## src/rtl/rgbc_pkg.sv

```systemverilog
// Shared types and constants of the RGB convolution core.
package rgbc_pkg;

    localparam int PIX_W      = 8;
    localparam int COEF_W     = 16;
    localparam int CIDX_W     = 6;
    localparam int ACT_W      = 2;
    localparam int CFG_W_W    = 11;
    localparam int CFG_H_W    = 13;
    localparam int CFG_K_W    = 3;
    localparam int MAX_HEIGHT = 4096;
    localparam int COL_W      = 10;
    localparam int ROW_W      = 12;
    localparam int DATA_W     = 32;
    localparam int ADDR_W     = 4;
    localparam int STREAM_W   = 48;

    localparam logic [CFG_W_W-1:0] WIDTH_RST  = 11'd640;
    localparam logic [CFG_H_W-1:0] HEIGHT_RST = 13'd480;
    localparam logic [CFG_K_W-1:0] KSIZE_RST  = 3'd3;

    localparam logic [ACT_W-1:0] ACT_COEF  = 2'd0;
    localparam logic [ACT_W-1:0] ACT_PIXEL = 2'd1;
    localparam logic [ACT_W-1:0] ACT_FLUSH = 2'd2;

    localparam logic [1:0] REG_WIDTH  = 2'd0;
    localparam logic [1:0] REG_HEIGHT = 2'd1;
    localparam logic [1:0] REG_KSIZE  = 2'd2;

    typedef struct packed {
        logic clear;
        logic mul_en;
        logic acc_en;
    } rgbc_lane_ctl_t;

endpackage

```

## src/rtl/rgbc_merge.sv

```systemverilog
// Merge of the three lane sums: floor and saturate each to a byte.
module rgbc_merge #(
    parameter int ACC_W     = 32,
    parameter int FRAC_BITS = 10
) (
    input  logic signed [ACC_W-1:0]    sum_b,
    input  logic signed [ACC_W-1:0]    sum_g,
    input  logic signed [ACC_W-1:0]    sum_r,
    output logic [rgbc_pkg::PIX_W-1:0] out_b,
    output logic [rgbc_pkg::PIX_W-1:0] out_g,
    output logic [rgbc_pkg::PIX_W-1:0] out_r
);
    import rgbc_pkg::*;

    function automatic logic [PIX_W-1:0] sat(input logic signed [ACC_W-1:0] s);
        logic signed [ACC_W-1:0] q;
        q = s >>> FRAC_BITS;
        if (s < 0) begin
            return '0;
        end else if (q > ACC_W'(255)) begin
            return 8'hFF;
        end
        return q[PIX_W-1:0];
    endfunction

    assign out_b = sat(sum_b);
    assign out_g = sat(sum_g);
    assign out_r = sat(sum_r);

endmodule

```

## config.mk

```make
export PLATFORM = sky130hd
export DESIGN_NAME = rgbc_merge
export DESIGN_NICKNAME = d
export VERILOG_FILES = /design/src/rtl/rgbc_pkg.sv /design/src/rtl/rgbc_merge.sv
export SDC_FILE = /design/constraint.sdc
export NUM_CORES = 1
export LEC_CHECK = 0
export BUFFER_PORTS_ARGS = -buffer_cell sky130_fd_sc_hd__clkbuf_2
export CAP_MARGIN = 20
export CORE_UTILIZATION = 26
export DETAILED_ROUTE_END_ITERATION = 8
export GPL_TIMING_DRIVEN = 0
export MAX_ROUTING_LAYER = met4
export PLACE_DENSITY = 0.9
export SYNTH_ARGS = -nofsm -noshare
export SYNTH_HDL_FRONTEND = slang
export SYNTH_SLANG_ARGS = --single-unit
```

## constraint.sdc

```tcl
create_clock -name vclk -period 1.4
set_input_delay 0.07 -clock vclk [all_inputs]
set_output_delay 0.07 -clock vclk [all_outputs]
set_load 0.03 [all_outputs]
```

---- Yosys cells after proc, flatten, opt, wreduce, memory -nomap -nowiden ----
Cells that the tools add are included.
operators by class
  magnitude comparators ................... 6
  mux-type cells .......................... 15
operators by type and width
  cell                                                             count
  < comparator 32 x 1 -> 1 bit (second input constant)             3
  two-way mux 8 bit                                                9
  greater-than comparator 22 x 9 -> 1 bit (second input constant)  3
  two-way mux 1 bit                                                6
storage, ports and cells
  output and inout bits ................... 24
  logic and storage cells ................. 21
  bits of input ports ..................... 96
  bits in registers ....................... 0

---- Longest topological paths before layout ----
  depth after elaboration ................. 4
  gate-level depth with buffers ........... 3
  depth with buffers taken out ............ 2

---- Worst setup path after synthesis ----
No wires, ideal clock.
  kind .................................... input to output
  start point ............................. input port sum_b[26]
  end point ............................... output port out_b[0] (netlist name)
  stages .................................. 2
  setup slack ............................. 0.456 ns
  arrival ................................. 0.874 ns
  required time ........................... 1.330 ns
  path buffers ............................ 0
  path through ............................ nor4_4 a41oi_1
between the ends
  longest elaborated chain between the ends .. 4
  elaborated cells on any way between the ends .. 6
  those cells by class .................... order compare: 2; mux: 4
RTL lines
  item                                     line              RTL
  start, declared                          rgbc_merge.sv:6   input logic signed [ACC_W-1:0] sum_b,
  greater-than comparator 22 x 9 -> 1 bit  rgbc_merge.sv:20  end else if (q > ACC_W'(255)) begin
  two-way mux 1 bit                        rgbc_merge.sv:20
  two-way mux 1 bit                        rgbc_merge.sv:18  if (s < 0) begin
  two-way mux 8 bit *                      rgbc_merge.sv:23  return q[PIX_W-1:0];
  end, declared                            rgbc_merge.sv:9   output logic [rgbc_pkg::PIX_W-1:0] out_b,
Mark *: on every way between the ends. The rest lies on a longest branch, timed or not.

---- Final worst setup path ----
  start point ............................. input port sum_r[20]
  end point ............................... output port out_r[1] (netlist name)
between the ends
  longest elaborated chain between the ends .. 4
  elaborated cells on any way between the ends .. 6
  those cells by class .................... order compare: 2; mux: 4
RTL lines
  item                                     line              RTL
  start, declared                          rgbc_merge.sv:8   input logic signed [ACC_W-1:0] sum_r,
  greater-than comparator 22 x 9 -> 1 bit  rgbc_merge.sv:20
  two-way mux 1 bit                        rgbc_merge.sv:20
  two-way mux 1 bit                        rgbc_merge.sv:18
  two-way mux 8 bit *                      rgbc_merge.sv:23
  end, declared                            rgbc_merge.sv:11  output logic [rgbc_pkg::PIX_W-1:0] out_r
Marked as above.

==> out/qor.txt <==
WHS Path Cells: 4
Cell leakage power: 0.438 nW
CTS resizes: 0
RSZ-0062 raised after global routing: no
# setup viols final: 0
Min cycle time layout: 1.12 ns
Share of layout cells above drive strength 1: 65.3%
Distinct cells, synth: 6
Placed cell count: 172
Post-synth top area cell: a41oi_1
Run status: finished, final reports clean
Syn. warnings: 0
Routability cong.: 0.773
Std-Cell Rows: 15
Largest net degree at the start of global routing: 9
DR vias/cell: 5.33
Worst setup path endpoint: out_r[1]
HP Class: primary input to output pin
Avg Cell Area, Syn: 8.02 um^2
Pwr/cell area: 323 nW/um^2
Global-route met3 utilization: 0.385%
Post-synthesis instance total: 66
Post-Place Cell Area: 966 um^2
Slew HR: 70.0%
Post-route ant nets: 0
Nature of the critical path endpoint: output pin
Grt ovf: 0
Die area: 2220 um^2
Die height: 47.1 um
Busiest grt layer: met2
Synth-to-layout area growth: 82.5%
Global Route Usage Sum: 16.8%
Via count of the routed design: 916
Kind of critical path: primary input to output pin
Drt total wl: 2.00 mm
Io pins: 120
Peak supply drop: 153 uV
Fillers: 176
1st-iter DRT viols: 3
Detailed placement HPWL: 1.83 mm
Post-CTS Hold Buffers: 0
Ant. Diodes: 0
Synth top area share: 39.7%
Slowest stage delay, CP: 0.45 ns
Synthesized area: 529 um^2
Ranking of synthesized cells by area: a41oi_1 (40%), nor4_4 (24%), nor3_1 (23%)
Multi-input gate area: 488 um^2
Hold WS: 0.648 ns
First-pass GRT wire length: 2.77 mm
Seq/Total Area, Yosys: 0%
Max_cap viols: 0
Critical Path RT: 1.33 ns
Final Hold Viols: 0
Initial cell density of the core: 29.1%
Fin cells: 172
Sequential cells: 0
Final nets: 245
WP data arrival: 1.05 ns
Vias in the first global route: 749
Sequential Area: 0 um^2
Initial DRT Pass Iterations: 4
Crit path launch: sum_r[20]
Slowest-stage cell, CP: nor4_4
Die X: 47.1 um
Max frequency: 0.892 GHz
Final Cell Area: 966 um^2
Crit path cell chain: clkbuf_2, nor4_4, a41oi_1, clkbuf_2
Core area: 1820 um^2
Port Buffers: 81
Post-CTS Setup Bufs: 0
# clk buffers: 0
Syn_nets: 162
Initial antenna violation count: 0
Met1 Usage GRT: 15.9%
Final Slew Violations: 0
Slew @ Worst Pin: 0.448 ns
Fin crit share: 80.1%
Critical path launch point type: primary input
Crit-path max FO: 8
WL per Instance: 11.6 um
DRC viols: 0
Synth cell count leaders: a41oi_1 (24), nor3_1 (24), buf_2 (6), nor4_4 (6)
TNS Setup: 0 ns
Most Frequent Cell on Critical Path: clkbuf_2
Met2 Use GR: 37.8%
cell families (layout without fill, tap and decap cells):
kind of cell | Yosys count | count (layout) | synth area share (%)
compound gates | 24 | 24 | 39.7
buf+inv | 9 | 90 | 7.80
simple gates | 33 | 33 | 52.5
worst max-delay path, delay by kind of cell:
kind | cells | cell delay [ns]
AO/OA/AOI/OAI | 1 | 0.20
AND/OR/NAND/NOR | 1 | 0.45
buffers and inverters | 2 | 0.33
placed cells by master (no fill, tap or decap):
cell      synthesis  routed
nor4_4            6       6
clkbuf_2          0      81
a41oi_1          24      24
buf_2             6       6
nor3_1           24      24
nor3_2            3       3
buf_1             3       3
how the worst min path moves through the flow:
stage                         start        to  slack [ns]
after floorplan           sum_b[31]  out_b[0]        0.54
after global placement    sum_b[31]  out_b[5]        0.63
after detailed placement  sum_b[13]  out_b[3]        0.65
after CTS                 sum_b[13]  out_b[3]        0.65
after global routing      sum_r[15]  out_r[5]        0.68
final                     sum_b[13]  out_b[3]        0.65
stage by stage:
step / utilization, % / setup WS (ns) / total power, W
after floorplan: - / 0.456 / 0.000166
after global placement: 53.1 / 0.313 / 0.000304
after detailed placement: 53.1 / 0.274 / 0.000312
after CTS: 53.1 / 0.276 / 0.000313
after global routing: 53.1 / 0.185 / 0.000336
final: 53.1 / 0.279 / 0.000312
routing by layer:
metal  wire length, um  vias up
met4                 0        0
li1                  -      464
met5                 0        -
met2              1110       54
met3               179        0
met1               717      398
power by group:
| group | internal [W] | switching [W] | leakage, nW |
|---|---|---|---|
| registers | 0 | 0 | 0 |
| logic | 0.000122 | 0.000190 | 0.438 |
| clock network | 0 | 0 | 0 |
| total | 0.000122 | 0.000190 | 0.438 |
cell type report:
cell class,count,share of cell area [%]
multi-input cells,57,50.5
repair buffers,81,42.0
plain buffers,9,4.27
well taps,25,3.24
Power figures use the tool's default switching activity.
