<file path="src/rtl/rgbc_pkg.sv">
// Shared types and constants of the RGB convolution core.
package rgbc_pkg;

    localparam int PIX_W      = 8;
    localparam int COEF_W     = 16;
    localparam int CIDX_W     = 6;
    localparam int ACT_W      = 2;
    localparam int CFG_W_W    = 11;
    localparam int CFG_H_W    = 13;
    localparam int CFG_K_W    = 3;
    localparam int MAX_HEIGHT = 4096;
    localparam int COL_W      = 10;
    localparam int ROW_W      = 12;
    localparam int DATA_W     = 32;
    localparam int ADDR_W     = 4;
    localparam int STREAM_W   = 48;

    localparam logic [CFG_W_W-1:0] WIDTH_RST  = 11'd640;
    localparam logic [CFG_H_W-1:0] HEIGHT_RST = 13'd480;
    localparam logic [CFG_K_W-1:0] KSIZE_RST  = 3'd3;

    localparam logic [ACT_W-1:0] ACT_COEF  = 2'd0;
    localparam logic [ACT_W-1:0] ACT_PIXEL = 2'd1;
    localparam logic [ACT_W-1:0] ACT_FLUSH = 2'd2;

    localparam logic [1:0] REG_WIDTH  = 2'd0;
    localparam logic [1:0] REG_HEIGHT = 2'd1;
    localparam logic [1:0] REG_KSIZE  = 2'd2;

    typedef struct packed {
        logic clear;
        logic mul_en;
        logic acc_en;
    } rgbc_lane_ctl_t;

endpackage

</file>
<file path="src/rtl/rgbc_lane.sv">
// One color lane: registered multiply and accumulate over kernel taps.
module rgbc_lane #(
    parameter int ACC_W = 32
) (
    input  logic                        aclk,
    input  rgbc_pkg::rgbc_lane_ctl_t    ctl,
    input  logic [rgbc_pkg::PIX_W-1:0]  pix,
    input  logic signed [rgbc_pkg::COEF_W-1:0] coef,
    output logic signed [ACC_W-1:0]     acc
);
    import rgbc_pkg::*;

    localparam int PROD_W = PIX_W + COEF_W + 1;

    logic signed [PROD_W-1:0] prod_reg;
    logic signed [ACC_W-1:0]  acc_reg;
    logic signed [PIX_W:0]    pix_s;

    assign pix_s = {1'b0, pix};
    assign acc   = acc_reg;

    always_ff @(posedge aclk) begin
        if (ctl.mul_en) begin
            prod_reg <= pix_s * coef;
        end
        if (ctl.clear) begin
            acc_reg <= '0;
        end else if (ctl.acc_en) begin
            acc_reg <= acc_reg + ACC_W'(prod_reg);
        end
    end

endmodule

</file>
<file path="config.mk">
export PLATFORM = sky130hd
export DESIGN_NAME = rgbc_lane
export DESIGN_NICKNAME = d
export VERILOG_FILES = /design/src/rtl/rgbc_pkg.sv /design/src/rtl/rgbc_lane.sv
export SDC_FILE = /design/constraint.sdc
export NUM_CORES = 1
export LEC_CHECK = 0
export BUFFER_PORTS_ARGS = -buffer_cell sky130_fd_sc_hd__clkbuf_2
export CAP_MARGIN = 25
export CORE_MARGIN = 4
export CORE_UTILIZATION = 50
export DETAILED_ROUTE_END_ITERATION = 16
export PLACE_DENSITY = 0.75
export SETUP_SLACK_MARGIN = 0.4
export SYNTH_ARGS = -nofsm -noshare
export SYNTH_HDL_FRONTEND = slang
export SYNTH_SLANG_ARGS = --single-unit
</file>
<file path="constraint.sdc">
create_clock -name aclk -period 12.8 [get_ports aclk]
set_input_delay 1.28 -clock aclk [delete_from_list [all_inputs] [get_ports aclk]]
set_output_delay 1.28 -clock aclk [all_outputs]
set_load 0.01 [all_outputs]
</file>
# --- After elaboration in Yosys (flattened, before gate mapping) ---
# Cells that the tools add are included.
word_totals:
  register_bits: 57
  in_bits: 28
  out_inout_bits: 32
  elab_cells: 4
op_classes:
  add_sub_neg: 1
  n_mul: 1
ops:
  columns: ["cell", "n"]
  rows:
  - ["32-bit by 25-bit adder with 32-bit output", 1]
  - ["9-bit by 16-bit multiplier with 25-bit output", 1]

# --- Logic depth before layout (Yosys ltp) ---
depth:
  depth_word: 1
  ltp_mapped: 19

# --- Worst setup path after synthesis ---
# OpenSTA, ideal clock, no wires.
synth_path:
  path_type: "in2reg"
  from: "input port pix[2] in the netlist's numbering"
  to: "register prod_reg[23], data pin"
  setup_ns: 0.263
  arrival_ns: 5.545
  required_ns: 12.537
  slack_ns: 6.992
  stages: 16
  path_buffers: 1
  path_cell_list: "clkbuf_1 -> nand2_1 -> fa_1 -> inv_1 -> fa_1 -> inv_1 -> fa_1 -> fa_1 -> inv_1 -> ha_1 -> or3_1 -> o2111ai_1 -> a311oi_1 -> or4_1 -> a311oi_1 -> xnor2_1"
synth_via:
  elab_chain_len: 1
synth_rtl:
  columns: ["element", "line_no", "source"]
  rows:
  - ["start, declared", "rgbc_lane.sv:7", "input logic [rgbc_pkg::PIX_W-1:0] pix,"]
  - ["9-bit by 16-bit multiplier with 25-bit output", "rgbc_lane.sv:24", "prod_reg <= pix_s * coef;"]
  - ["end signal, assigned", "rgbc_lane.sv:24", null]
  - ["end, declared", "rgbc_lane.sv:15", "logic signed [PROD_W-1:0] prod_reg;"]
# Every way passes these cells.
# A chain may end at the register's enable or synchronous reset.

# --- Worst setup path after layout ---
# Ends and elaborated chain as after synthesis.

==> flow_metrics.tcl <==
set metrics [dict create \
    status "finished clean" \
    numCtsBuffers 9 \
    drv_slew 0 \
    antenna_found_initial 0 \
    synth_ff_type "dfxtp_1" \
    crit_required_ps 12870 \
    period_minus_slack_ps 5860 \
    drt_iter0_drc 332 \
    hold_buffers 0 \
    post-route-util_pct 54.9 \
    final_antenna_net_count 0 \
    yosysMostFrequentCell "inv_1" \
    syn2layout_area_growth_pct 7.59 \
    dp_hpwl_um 14300 \
    slew_headroom_pct 37.8 \
    netlist_area_sq_um 8460 \
    reg2reg_from "prod_reg[24]" \
    die_height_um 138 \
    routed_via_density 5.29 \
    gp_congestion 0.881 \
    synth_commonest_cells "inv_1, fa_1, nand2_1, ha_1, and2_1" \
    ys_types 63 \
    yosys.area.top_type_share_pct 24.4 \
    hold_start "acc[24]" \
    syn_inst 955 \
    port_buffers 59 \
    row_count 47 \
    ioPinCount 60 \
    overflow 0 \
    finalSetupViolations 0 \
    root_buffer "clkbuf_16" \
    timing.hold.ws_ps 487 \
    cap_viol_max_count 0 \
    grt_pass1_wl_um 30600 \
    drc_errors 0 \
    critPathMostFrequentCell "fa_1" \
    finClkSkew_ps 6.92 \
    routed_wl_um 17700 \
    worstMarginPinSlew_ps 934 \
    ys_seq_area_share_pct 16.4 \
    die_w_um 138 \
    max_stage_delay_ps 540 \
    finalHoldViolations 0 \
    grt_max_degree 39 \
    worstHoldPathType "reg2reg" \
    coreArea_sq_um 16600 \
    worstSetupStartpointType "input pin" \
    clock.fmax_mhz 171 \
    tritoncts "done" \
    powerDensity_nw_per_um2 244 \
    min_period_over_period_pct 45.8 \
    wl_per_cell_um 14.5 \
    crit_buf_inv 4 \
    post_cts_resize_count 0 \
    cts_setup_buffers 0 \
    clk_latency_ps 330 \
    initial_core_util_pct 51.0 \
    fin_setup_tns_ps 0 \
    slowest_stage "fa_1" \
    syn_nets 1167 \
    drt_pass1_iterations 5 \
    antennaDiodeCount 0 \
    synth_edf_count 25 \
    end_kind "register" \
    yosys_warnings 0 \
    path_cells "clkbuf_2, nand2_1, fa_1, inv_1, fa_1, inv_1, fa_1, fa_1, inv_1, ha_1, or3_1, o2111ai_1, a311oi_1, or4_1, a311oi_1, xnor2_1" \
    p_leak_uw 0.00456 \
    synth_area_leader_cell "fa_1" \
    htree_num_levels 3 \
    drive_gt1_share_pct 8.41 \
    clk_path_buf_depth 2 \
    cp.arrival_ps 5930 \
    vias 6453 \
    crit_path_start "pix[2]" \
    syn_area_per_cell_sq_um 8.86 \
    cts.sinks 57 \
    crit_path_max_fanout 16 \
    fin_nets 1206 \
    grt_use_total_pct 18.8 \
    cp_top_family "adder cells" \
    dieArea_sq_um 19100 \
    synth-seq-cells 57 \
    first_global_vias 6514 \
    vdd_drop_max_v 0.000129 \
    crit_type "in2reg" \
    netlist_top_cells_area "fa_1, ha_1, edfxtp_1, inv_1, dfxtp_1" \
    largest_reg_flops 32 \
    rsz0062_at_grt "false" \
    synthArstFlopShare_pct 0 \
    rrSetupSlack_ps 9840 \
    clkTransAtPathRegs_ps 60 \
]
## stage by stage
| step | total power [uW] | worst slack, ps | area (sq um) | cells |
|---|---|---|---|---|
| final | 2220 | 6940 | 9100 | 1219 |
| after global routing | 2470 | 6680 | 9100 | 1219 |
| after CTS | 2220 | 6980 | 9100 | 1219 |
| after detailed placement | 1980 | 6640 | 8820 | 1203 |
| after global placement | 1960 | 6730 | 8820 | 1203 |
| after floorplan | 1690 | 6990 | 8460 | 955 |
## cells in the final DEF, fill, tap and decap left out, types with 31 or more instances in the layout
cell | synthesis | routed
fa_1 | 103 | 103
a21oi_1 | 43 | 43
nand2_1 | 84 | 84
nor2_1 | 46 | 46
and2_1 | 79 | 79
xnor2_1 | 31 | 31
clkbuf_2 | 0 | 59
ha_1 | 81 | 81
dfxtp_1 | 32 | 32
inv_1 | 172 | 172
## area by class of cell
class / instances / area, sq um
sequential: 57 / 1390
clock buffer: 9 / 225
multi-input combinational: 694 / 6210
clock inverter: 7 / 56.3
fill: 1553 / 7480
timing repair buffer: 59 / 295
tap: 220 / 275
inverter: 173 / 649
## kinds of logic after synthesis
group / share of synthesized area, %
mux: 2.28
simple gates: 16.6
buf+inv: 10.2
xor+xnor: 4.66
compound gates: 13.5
fa+ha+maj: 36.4
flops: 16.4
## power by group
part           switching (uW)  total, uW  internal (uW)
clock network            89.9        222            132
registers                59.0        379            320
logic                     921       1620            696
total                    1070       2220           1150
## worst paths after layout
check | depth (start not counted) | endpoint
setup / recovery | 16 | prod_reg[23]
setup reg to reg | 9 | acc[31]
hold / removal | 2 | acc[24]
hold reg to reg | 2 | acc[24]
## tightest hold or removal path, stage by stage, from the launching register on
cell and delay (ps):
dfxtp_1 320, nand2_1 60, a21oi_1 50
## routing by layer
layer | part of all wire, % | global-route usage (%) | vias up
li1 | - | - | 3226
met5 | 0 | 0 | -
met3 | 4.6 | 1.80 | 20
met4 | 1.2 | 4.06 | 0
met1 | 48 | 27.1 | 3057
met2 | 46 | 31.1 | 150
No activity file was read; power rests on OpenSTA's default activity.
